File: config.mk
export PLATFORM = sky130hd
export DESIGN_NAME = imu_response_packet_parser
export DESIGN_NICKNAME = d
export VERILOG_FILES = /design/src/rtl/imurpp_pkg.sv /design/src/rtl/imurpp_front.sv /design/src/rtl/imurpp_jobq.sv /design/src/rtl/imurpp_drain.sv /design/src/rtl/imu_response_packet_parser.sv
export SDC_FILE = /design/constraint.sdc
export NUM_CORES = 2
export LEC_CHECK = 0
export BUFFER_PORTS_ARGS = -buffer_cell sky130_fd_sc_hd__buf_4
export CELL_PAD_IN_SITES_DETAIL_PLACEMENT = 1
export CELL_PAD_IN_SITES_GLOBAL_PLACEMENT = 1
export CORE_MARGIN = 1
export CORE_UTILIZATION = 45
export DETAILED_ROUTE_END_ITERATION = 7
export GPL_TIMING_DRIVEN = 0
export PLACE_DENSITY = 0.65
export SLEW_MARGIN = 30
export SYNTH_ARGS = -nofsm -noshare
export SYNTH_HDL_FRONTEND = slang
export SYNTH_SLANG_ARGS = --single-unit
File: constraint.sdc
create_clock -name clk -period 5.7 [get_ports clk]
set_input_delay 0.285 -clock clk [delete_from_list [all_inputs] [get_ports clk]]
set_output_delay 0.285 -clock clk [all_outputs]
set_load 0.03 [all_outputs]
File: src/rtl/imurpp_pkg.sv
// Package for the IMU response packet parser.
// Holds the shared types, the word store geometry and the register indexes.
`default_nettype none

package imurpp_pkg;

  localparam int STORE_DEPTH  = 19;
  localparam int STORE_BANKS  = 2;
  localparam int STORE_ADDR_W = $clog2(STORE_DEPTH * STORE_BANKS);
  localparam int WORD_IDX_W   = 5;

  localparam logic [1:0] REG_MEAS_CODE  = 2'd0;
  localparam logic [1:0] REG_ACCEL_CODE = 2'd1;
  localparam logic [1:0] REG_GYRO_CODE  = 2'd2;

  localparam logic [7:0] MEAS_CODE_RST  = 8'd200;
  localparam logic [7:0] ACCEL_CODE_RST = 8'd201;
  localparam logic [7:0] GYRO_CODE_RST  = 8'd205;

  typedef enum logic [1:0] {
    KIND_MEAS  = 2'd0,
    KIND_ACCEL = 2'd1,
    KIND_GYRO  = 2'd2
  } kind_t;

  typedef struct packed {
    logic [7:0] meas;
    logic [7:0] accel;
    logic [7:0] gyro;
  } codes_t;

  typedef struct packed {
    kind_t                  kind;
    logic                   bank;
    logic [WORD_IDX_W-1:0]  words;
  } job_t;

  typedef struct packed {
    logic                    en;
    logic [STORE_ADDR_W-1:0] addr;
    logic [31:0]             data;
  } store_wr_t;

  typedef struct packed {
    logic empty;
    logic full;
  } jobq_stat_t;

endpackage

`default_nettype wire

File: src/rtl/imurpp_front.sv
// Byte parser: classifies packets, sums bytes, assembles words into the store.
// Pushes a drain job for every packet whose checksum matches. Uses imurpp_pkg.
`default_nettype none

module imurpp_front #(
  parameter int MEAS_PACKET_BYTES = 79,
  parameter int BIAS_PACKET_BYTES = 19
) (
  input  wire logic                  clk,
  input  wire logic                  rst,
  input  wire imurpp_pkg::codes_t    codes,
  input  wire logic                  byte_valid,
  output logic                       byte_stall,
  input  wire logic [7:0]            rx_byte,
  input  wire logic                  packet_start,
  input  wire imurpp_pkg::jobq_stat_t q_stat,
  output logic                       push,
  output imurpp_pkg::job_t           push_job,
  output imurpp_pkg::store_wr_t      store_wr
);
  import imurpp_pkg::*;

  localparam int MEAS_LEN = (MEAS_PACKET_BYTES < 7) ? 7 :
                            (MEAS_PACKET_BYTES > 127) ? 127 : MEAS_PACKET_BYTES;
  localparam int BIAS_LEN = (BIAS_PACKET_BYTES < 7) ? 7 :
                            (BIAS_PACKET_BYTES > 127) ? 127 : BIAS_PACKET_BYTES;
  localparam int MEAS_WORDS = ((MEAS_LEN - 3) / 4 > STORE_DEPTH) ? STORE_DEPTH
                                                                 : (MEAS_LEN - 3) / 4;
  localparam int BIAS_WORDS = ((BIAS_LEN - 3) / 4 > STORE_DEPTH) ? STORE_DEPTH
                                                                 : (BIAS_LEN - 3) / 4;

  logic                  in_packet;
  kind_t                 kind_latched;
  logic [6:0]            byte_position;
  logic [15:0]           running_sum;
  logic [23:0]           word_shift;
  logic [7:0]            checksum_high;
  logic                  wr_bank;

  logic                  accept;
  logic [6:0]            len;
  logic [6:0]            len_m2;
  logic [6:0]            pay_pos;
  logic [WORD_IDX_W-1:0] word_idx;
  logic                  word_done;
  logic                  is_payload;
  logic                  is_chk_high;
  logic                  is_final;
  logic                  sum_ok;

  assign byte_stall = q_stat.full;
  assign accept     = byte_valid && !byte_stall;

  always_comb begin
    len         = (kind_latched == KIND_MEAS) ? 7'(MEAS_LEN) : 7'(BIAS_LEN);
    len_m2      = len - 7'd2;
    pay_pos     = byte_position - 7'd1;
    word_idx    = pay_pos[6:2];
    word_done   = (pay_pos[1:0] == 2'b11);
    is_payload  = accept && !packet_start && in_packet && (byte_position < len_m2);
    is_chk_high = accept && !packet_start && in_packet && (byte_position == len_m2);
    is_final    = accept && !packet_start && in_packet && (byte_position > len_m2);
    sum_ok      = ({checksum_high, rx_byte} == running_sum);

    push           = is_final && sum_ok;
    push_job.kind  = kind_latched;
    push_job.bank  = wr_bank;
    push_job.words = (kind_latched == KIND_MEAS) ? WORD_IDX_W'(MEAS_WORDS)
                                                 : WORD_IDX_W'(BIAS_WORDS);

    store_wr.en   = is_payload && word_done && (word_idx < WORD_IDX_W'(STORE_DEPTH));
    store_wr.addr = {1'b0, word_idx} + (wr_bank ? STORE_ADDR_W'(STORE_DEPTH)
                                                : STORE_ADDR_W'(0));
    store_wr.data = {word_shift, rx_byte};
  end

  always_ff @(posedge clk) begin
    if (rst) begin
      in_packet     <= 1'b0;
      kind_latched  <= KIND_MEAS;
      byte_position <= 7'd0;
      running_sum   <= 16'd0;
      word_shift    <= 24'd0;
      checksum_high <= 8'd0;
      wr_bank       <= 1'b0;
    end else if (accept) begin
      if (packet_start) begin
        if (rx_byte == codes.meas || rx_byte == codes.accel || rx_byte == codes.gyro) begin
          in_packet     <= 1'b1;
          byte_position <= 7'd1;
          running_sum   <= {8'd0, rx_byte};
          word_shift    <= 24'd0;
          checksum_high <= 8'd0;
          if (rx_byte == codes.meas) begin
            kind_latched <= KIND_MEAS;
          end else if (rx_byte == codes.accel) begin
            kind_latched <= KIND_ACCEL;
          end else begin
            kind_latched <= KIND_GYRO;
          end
        end else begin
          in_packet <= 1'b0;
        end
      end else if (is_payload) begin
        running_sum   <= running_sum + {8'd0, rx_byte};
        word_shift    <= word_done ? 24'd0 : {word_shift[15:0], rx_byte};
        byte_position <= byte_position + 7'd1;
      end else if (is_chk_high) begin
        checksum_high <= rx_byte;
        byte_position <= byte_position + 7'd1;
      end else if (is_final) begin
        in_packet     <= 1'b0;
        byte_position <= 7'd0;
        if (sum_ok) begin
          wr_bank <= ~wr_bank;
        end
      end
    end
  end

endmodule

`default_nettype wire

File: src/rtl/imurpp_jobq.sv
// Two-entry job queue between the byte parser and the word drain.
// One entry per word store bank. Uses imurpp_pkg.
`default_nettype none

module imurpp_jobq (
  input  wire logic                    clk,
  input  wire logic                    rst,
  input  wire logic                    push,
  input  wire imurpp_pkg::job_t        push_job,
  input  wire logic                    pop,
  output imurpp_pkg::job_t             head,
  output imurpp_pkg::jobq_stat_t       stat
);
  import imurpp_pkg::*;

  job_t       entry [STORE_BANKS];
  logic       wr_ptr;
  logic       rd_ptr;
  logic [1:0] count;
  logic       do_push;
  logic       do_pop;

  assign stat.empty = (count == 2'd0);
  assign stat.full  = (count == 2'd2);
  assign head       = entry[rd_ptr];
  assign do_push    = push && !stat.full;
  assign do_pop     = pop && !stat.empty;

  always_ff @(posedge clk) begin
    if (do_push) begin
      entry[wr_ptr] <= push_job;
    end
  end

  always_ff @(posedge clk) begin
    if (rst) begin
      wr_ptr <= 1'b0;
      rd_ptr <= 1'b0;
      count  <= 2'd0;
    end else begin
      if (do_push) begin
        wr_ptr <= ~wr_ptr;
      end
      if (do_pop) begin
        rd_ptr <= ~rd_ptr;
      end
      if (do_push && !do_pop) begin
        count <= count + 2'd1;
      end else if (do_pop && !do_push) begin
        count <= count - 2'd1;
      end
    end
  end

endmodule

`default_nettype wire

File: src/rtl/imurpp_drain.sv
// Word store (two banks) and the drain that emits the words of queued jobs.
// The store read register is the output word register. Uses imurpp_pkg.
`default_nettype none

module imurpp_drain (
  input  wire logic                    clk,
  input  wire logic                    rst,
  input  wire imurpp_pkg::store_wr_t   store_wr,
  input  wire imurpp_pkg::job_t        head,
  input  wire imurpp_pkg::jobq_stat_t  q_stat,
  output logic                         pop,
  output logic                         word_valid,
  input  wire logic                    word_stall,
  output logic [1:0]                   packet_kind,
  output logic [4:0]                   word_index,
  output logic [31:0]                  word_value,
  output logic                         last_word
);
  import imurpp_pkg::*;

  logic [31:0]             store [STORE_DEPTH * STORE_BANKS];
  logic [WORD_IDX_W-1:0]   k;
  logic                    issue;
  logic                    is_last;
  logic [STORE_ADDR_W-1:0] rd_addr;

  always_comb begin
    issue   = !q_stat.empty && (!word_valid || !word_stall);
    is_last = (k == head.words - WORD_IDX_W'(1));
    pop     = issue && is_last;
    rd_addr = {1'b0, k} + (head.bank ? STORE_ADDR_W'(STORE_DEPTH) : STORE_ADDR_W'(0));
  end

  always_ff @(posedge clk) begin
    if (store_wr.en) begin
      store[store_wr.addr] <= store_wr.data;
    end
  end

  always_ff @(posedge clk) begin
    if (issue) begin
      word_value  <= store[rd_addr];
      packet_kind <= head.kind;
      word_index  <= k;
      last_word   <= is_last;
    end
  end

  always_ff @(posedge clk) begin
    if (rst) begin
      word_valid <= 1'b0;
      k          <= '0;
    end else begin
      if (issue) begin
        word_valid <= 1'b1;
        k          <= is_last ? '0 : k + WORD_IDX_W'(1);
      end else if (!word_stall) begin
        word_valid <= 1'b0;
      end
    end
  end

endmodule

`default_nettype wire

File: src/rtl/imu_response_packet_parser.sv
// The first word of a good packet is shown once its job is registered in the job queue
// and the word is read into the output word register, when the drain is idle.
// Throughput: 1 byte per cycle in and 1 word per cycle out, each while not stalled.
// Input stalls only while both word store banks hold packets still waiting to drain.
// Reset clears parser and drain control and loads code registers with 200, 201 and 205.
// The word store has no reset and needs no clearing pass.
`default_nettype none

module imu_response_packet_parser #(
  parameter int MEAS_PACKET_BYTES = 79,
  parameter int BIAS_PACKET_BYTES = 19
) (
  input  wire logic        clk,
  input  wire logic        rst,
  input  wire logic        psel,
  input  wire logic        penable,
  input  wire logic        pwrite,
  input  wire logic [3:0]  paddr,
  input  wire logic [31:0] pwdata,
  output logic [31:0]      prdata,
  output logic             pready,
  input  wire logic        byte_valid,
  output logic             byte_stall,
  input  wire logic [7:0]  rx_byte,
  input  wire logic        packet_start,
  output logic             word_valid,
  input  wire logic        word_stall,
  output logic [1:0]       packet_kind,
  output logic [4:0]       word_index,
  output logic [31:0]      word_value,
  output logic             last_word
);
  import imurpp_pkg::*;

  codes_t     codes;
  logic       cfg_wr;
  logic       q_push;
  job_t       q_push_job;
  logic       q_pop;
  job_t       q_head;
  jobq_stat_t q_stat;
  store_wr_t  store_wr;

  assign pready = 1'b1;
  assign cfg_wr = psel && penable && pwrite && pready;

  always_ff @(posedge clk) begin
    if (rst) begin
      codes.meas  <= MEAS_CODE_RST;
      codes.accel <= ACCEL_CODE_RST;
      codes.gyro  <= GYRO_CODE_RST;
    end else if (cfg_wr) begin
      unique case (paddr[3:2])
        REG_MEAS_CODE:  codes.meas  <= pwdata[7:0];
        REG_ACCEL_CODE: codes.accel <= pwdata[7:0];
        REG_GYRO_CODE:  codes.gyro  <= pwdata[7:0];
        default: ;
      endcase
    end
  end

  always_comb begin
    unique case (paddr[3:2])
      REG_MEAS_CODE:  prdata = {24'd0, codes.meas};
      REG_ACCEL_CODE: prdata = {24'd0, codes.accel};
      REG_GYRO_CODE:  prdata = {24'd0, codes.gyro};
      default:        prdata = 32'd0;
    endcase
  end

  imurpp_front #(
    .MEAS_PACKET_BYTES (MEAS_PACKET_BYTES),
    .BIAS_PACKET_BYTES (BIAS_PACKET_BYTES)
  ) u_front (
    .clk          (clk),
    .rst          (rst),
    .codes        (codes),
    .byte_valid   (byte_valid),
    .byte_stall   (byte_stall),
    .rx_byte      (rx_byte),
    .packet_start (packet_start),
    .q_stat       (q_stat),
    .push         (q_push),
    .push_job     (q_push_job),
    .store_wr     (store_wr)
  );

  imurpp_jobq u_jobq (
    .clk      (clk),
    .rst      (rst),
    .push     (q_push),
    .push_job (q_push_job),
    .pop      (q_pop),
    .head     (q_head),
    .stat     (q_stat)
  );

  imurpp_drain u_drain (
    .clk         (clk),
    .rst         (rst),
    .store_wr    (store_wr),
    .head        (q_head),
    .q_stat      (q_stat),
    .pop         (q_pop),
    .word_valid  (word_valid),
    .word_stall  (word_stall),
    .packet_kind (packet_kind),
    .word_index  (word_index),
    .word_value  (word_value),
    .last_word   (last_word)
  );

  a_no_push_when_full: assert property (@(posedge clk) disable iff (rst)
    !(q_push && q_stat.full))
    else $error("job pushed into a full queue");

  a_store_write_not_draining: assert property (@(posedge clk) disable iff (rst)
    (store_wr.en && !q_stat.empty) |-> (q_head.bank != q_push_job.bank))
    else $error("word written into a bank that is still draining");

  a_index_advances: assert property (@(posedge clk) disable iff (rst)
    (word_valid && !word_stall && !last_word) |=>
      (word_valid && word_index == $past(word_index) + 5'd1))
    else $error("word index did not advance within a packet");

  a_index_restarts: assert property (@(posedge clk) disable iff (rst)
    (word_valid && !word_stall && last_word) |=> (!word_valid || word_index == 5'd0))
    else $error("new packet does not start at word zero");

endmodule

`default_nettype wire
==> impl_metrics.py <==
metrics = {
    "run_status": {
        "outcome": "completed",
    },
    "clocking": {
        "cts_root_buf": "sky130_fd_sc_hd__clkbuf_16",
        "numClockSinks": 1360,
        "ctsLongestPathBuffers": 3,
        "postCtsSetupRepairBufs": 0,
        "clkLatencyLatePin_ns": 0.76,
        "cts-buffers-inserted": 146,
        "clk_pin_slew_worst_paths_ns": 0.06,
        "tritoncts_clock_tree": "built",
        "cts.htree.levels": 4,
    },
    "floorplanning": {
        "die-area_um2": 122000,
        "placementRows": 126,
        "fp.coreArea_um2": 119000,
        "start_util": 0.456,
        "boundaryPins": 127,
        "die_w_um": 349,
        "die-height_um": 349,
    },
    "timing": {
        "slew_viol_final": 0,
        "final_period_minus_worst_setup_slack_ns": 5.41,
        "timing_hold_violations_final": 0,
        "fin_worst_skew_ns": 0.0281,
        "grt_setup_unrepaired": "false",
        "min_period_over_period": 0.949,
        "pin_slew_with_the_least_headroom_to_its_limit_ns": 1.08,
        "max_slew_headroom_at_the_worst_pin": 0.279,
        "setup-tns-final_ns": 0,
        "report.final.setup_viol": 0,
        "fmaxAchievable_ghz": 0.185,
    },
    "setup_path": {
        "worst_path_most_repeated_cell": "sky130_fd_sc_hd__clkbuf_1",
        "cpPeakStageDelay_ns": 0.77,
        "worstSetupEndpointType": "flip-flop",
        "critPathKind": "reg2reg",
        "cp_data_arrival_time_ns": 5.78,
        "crit_slowest_cell": "sky130_fd_sc_hd__clkbuf_1",
        "worstSetupStartpointType": "flip-flop",
        "required_time_at_the_endpoint_of_the_critical_path_ns": 6.07,
        "timing.reg2reg.worst_path_depth": 11,
        "path_max_fanout": 10,
        "timing.critical_path.cells": "clkbuf_1, mux2_2, ha_1, fa_1, clkbuf_2, clkbuf_1, clkbuf_1, mux4_2, mux2_2, a2bb2oi_1, nand3_1",
    },
    "synthesis": {
        "netlist_instances": 2804,
        "synthesis.yosys.warnings": 0,
        "synth.avg_cell_area_um2": 19.3,
        "synth_enable_flop_cells": 1266,
        "synth_area_leader_cell": "sky130_fd_sc_hd__edfxtp_1",
        "synth_top_flop_cell": "sky130_fd_sc_hd__edfxtp_1",
        "part_of_the_yosys_area_used_for_sequential_elements": 0.737,
        "synth_top_cells_by_area": "sky130_fd_sc_hd__edfxtp_1, sky130_fd_sc_hd__mux4_2, sky130_fd_sc_hd__dfxtp_1",
        "yosys_register_bits": 1360,
        "yosys.cell_count.top_type": "sky130_fd_sc_hd__edfxtp_1",
        "ys_async_sr_fraction": 0,
        "syn_area_um2": 54200,
        "synth_common_cells": "sky130_fd_sc_hd__edfxtp_1, sky130_fd_sc_hd__mux4_2, sky130_fd_sc_hd__mux2i_1",
        "synth.lib_cells_used.distinct": 73,
        "synth_top_area_frac": 0.702,
    },
    "global_route": {
        "pin_count_of_the_biggest_net_entering_global_routing": 41,
        "first_global_vias": 30600,
        "grt_pass1_wl_um": 207000,
        "gr-total-overflow": 0,
        "grt.total_usage": 0.236,
        "antenna_found_initial": 2,
    },
    "placement": {
        "placed_area_um2": 58900,
        "post-dp-hpwl_um": 96200,
        "place.detailed.instances": 4570,
        "gp_congestion": 0.842,
        "placement.io_buffers": 75,
    },
    "worst_hold_path": {
        "min_path_cells": 4,
        "min_path_type": "in2reg",
    },
    "cells_and_area": {
        "layout-drive-gt1-share": 0.270,
        "antenna_cells_inserted": 0,
        "finish.net_count": 3220,
        "stdcell_area_um2": 63800,
        "areaGrowthSynthToFinish_pct": 17.8,
        "stdcell_count": 4853,
    },
    "detailed_routing": {
        "routed-via-count": 28400,
        "drt_pre_antenna_iters": 5,
        "drt_first_iter_violations": 2447,
        "routed_wirelength_um": 142000,
        "routed_wire_length_per_instance_um": 29.2,
        "routed_via_density": 5.85,
        "detail_route.drc_violations": 0,
        "postRouteAntennaNets": 0,
    },
    "flow_run": {
        "drv_cap": 0,
    },
    "power": {
        "power_leakage_nw": 23.0,
        "peakVddDrop_uv": 317,
        "power-per-cell-area_nw_per_um2": 318,
    },
}
[worst max-delay path, delay by kind of cell (launching register included)]
kind,cells,cell delay [ns]
adders and majority gates,2,0.76
buffers and inverters,4,2.00
muxes,3,1.12
DFF,1,0.31
AOI/OAI and AO/OA,1,0.40
and+or+nand+nor,1,0.40
[layer usage]
layer  wire, um  global-route usage
met5          0                   0
met4       3060              0.0632
met3       7700              0.0366
met2      69800               0.392
met1      61200               0.326
[metrics by stage]
stage	hold slack [ns]	total power, W	utilization	setup slack (ns)
after floorplan	0.384	0.0111	-	1.17
after global placement	0.426	0.0112	0.479	-1.45
after detailed placement	0.431	0.0113	0.496	0.161
after CTS	0.0264	0.0205	0.537	0.121
after global routing	0.149	0.0208	0.538	0.109
final	0.0773	0.0203	0.538	0.292
[worst paths after layout]
check,start,to,slack (ns)
worst min register to register,u_drain.k[3]$_SDFFE_PP0P_,u_drain.word_index[3]$_DFFE_PP_,0.44
worst max-delay path,flip-flop,u_drain.word_value[12]$_DFFE_PP_,0.29
worst max register to register,flip-flop,u_drain.word_value[12]$_DFFE_PP_,0.29
worst min-delay path,byte_valid,u_front.in_packet$_SDFFE_PP0P_,0.08
[report_power, final]
part | switching [W] | internal (W)
Clock | 0.00385 | 0.00539
Sequential | 0.00000434 | 0.0108
Combinational | 0.000195 | 0.0000798
Total | 0.00405 | 0.0162
[flip-flops by register name (all words and copies together), names as in the netlist, 2 cells and up, named ones only]
name and cells:
u_front.byte_position 7, u_drain.word_value 32, u_drain.k 5, u_jobq.entry 10, u_drain.store 1216, codes 24
u_drain.packet_kind 2, u_drain.word_index 5, u_front.word_shift 24, u_front.kind_latched 2, u_jobq.count 2, u_front.checksum_high 8
u_front.running_sum 16
[timing repair]
| action | 4_1_cts | 5_1_grt |
|---|---|---|
| endpoints found under the setup margin | 0 | 1 |
| gates resized for setup | 0 | 5 |
| hold endpoints to repair | 164 | 0 |
| hold buffers | 22 | 0 |
[layout make-up]
type	instances	area (um^2)
timing repair buffer	166	2560
tap	1600	2000
fill	10500	54900
clock buffer	192	3990
buffer	187	896
clock inverter	68	652
inverter	29	109
sequential	1360	39900
multi-input combinational	1251	13700
[cell families after synthesis]
group,after synthesis,synth area share
buffers and inverters,216,0.0181
AO/OA/AOI/OAI,235,0.0321
AND/OR/NAND/NOR,417,0.0385
other,2,0.000139
adder cells (fa/ha/maj),27,0.00665
multiplexers,489,0.158
XOR/XNOR,58,0.00938
flip-flops,1360,0.737
[cell usage in the layout, fill, tap and decap left out, drive strengths merged, types with 4 or more instances in the layout]
master          n
buf           244
or3             9
a221o           4
dlygate4sd3    22
nand4          13
a311oi          5
xnor2          19
nor4           12
nor2          104
o2111ai         7
o211ai         69
edfxtp       1266
ha             24
nand2         133
mux4          288
o31ai           9
a2bb2oi        32
nand3          70
xor2           39
dfxtp          94
bufinv         10
clkbuf        278
mux2i         134
nand2b         12
o21ai          24
nor3           14
mux2           67
a221oi          4
conb           25
inv            34
or2             6
clkinv         50
a21oi          29
a31oi          27
nor4b          24
a211oi          6
and2            6
Note: power is estimated with default switching activity, not from simulation.
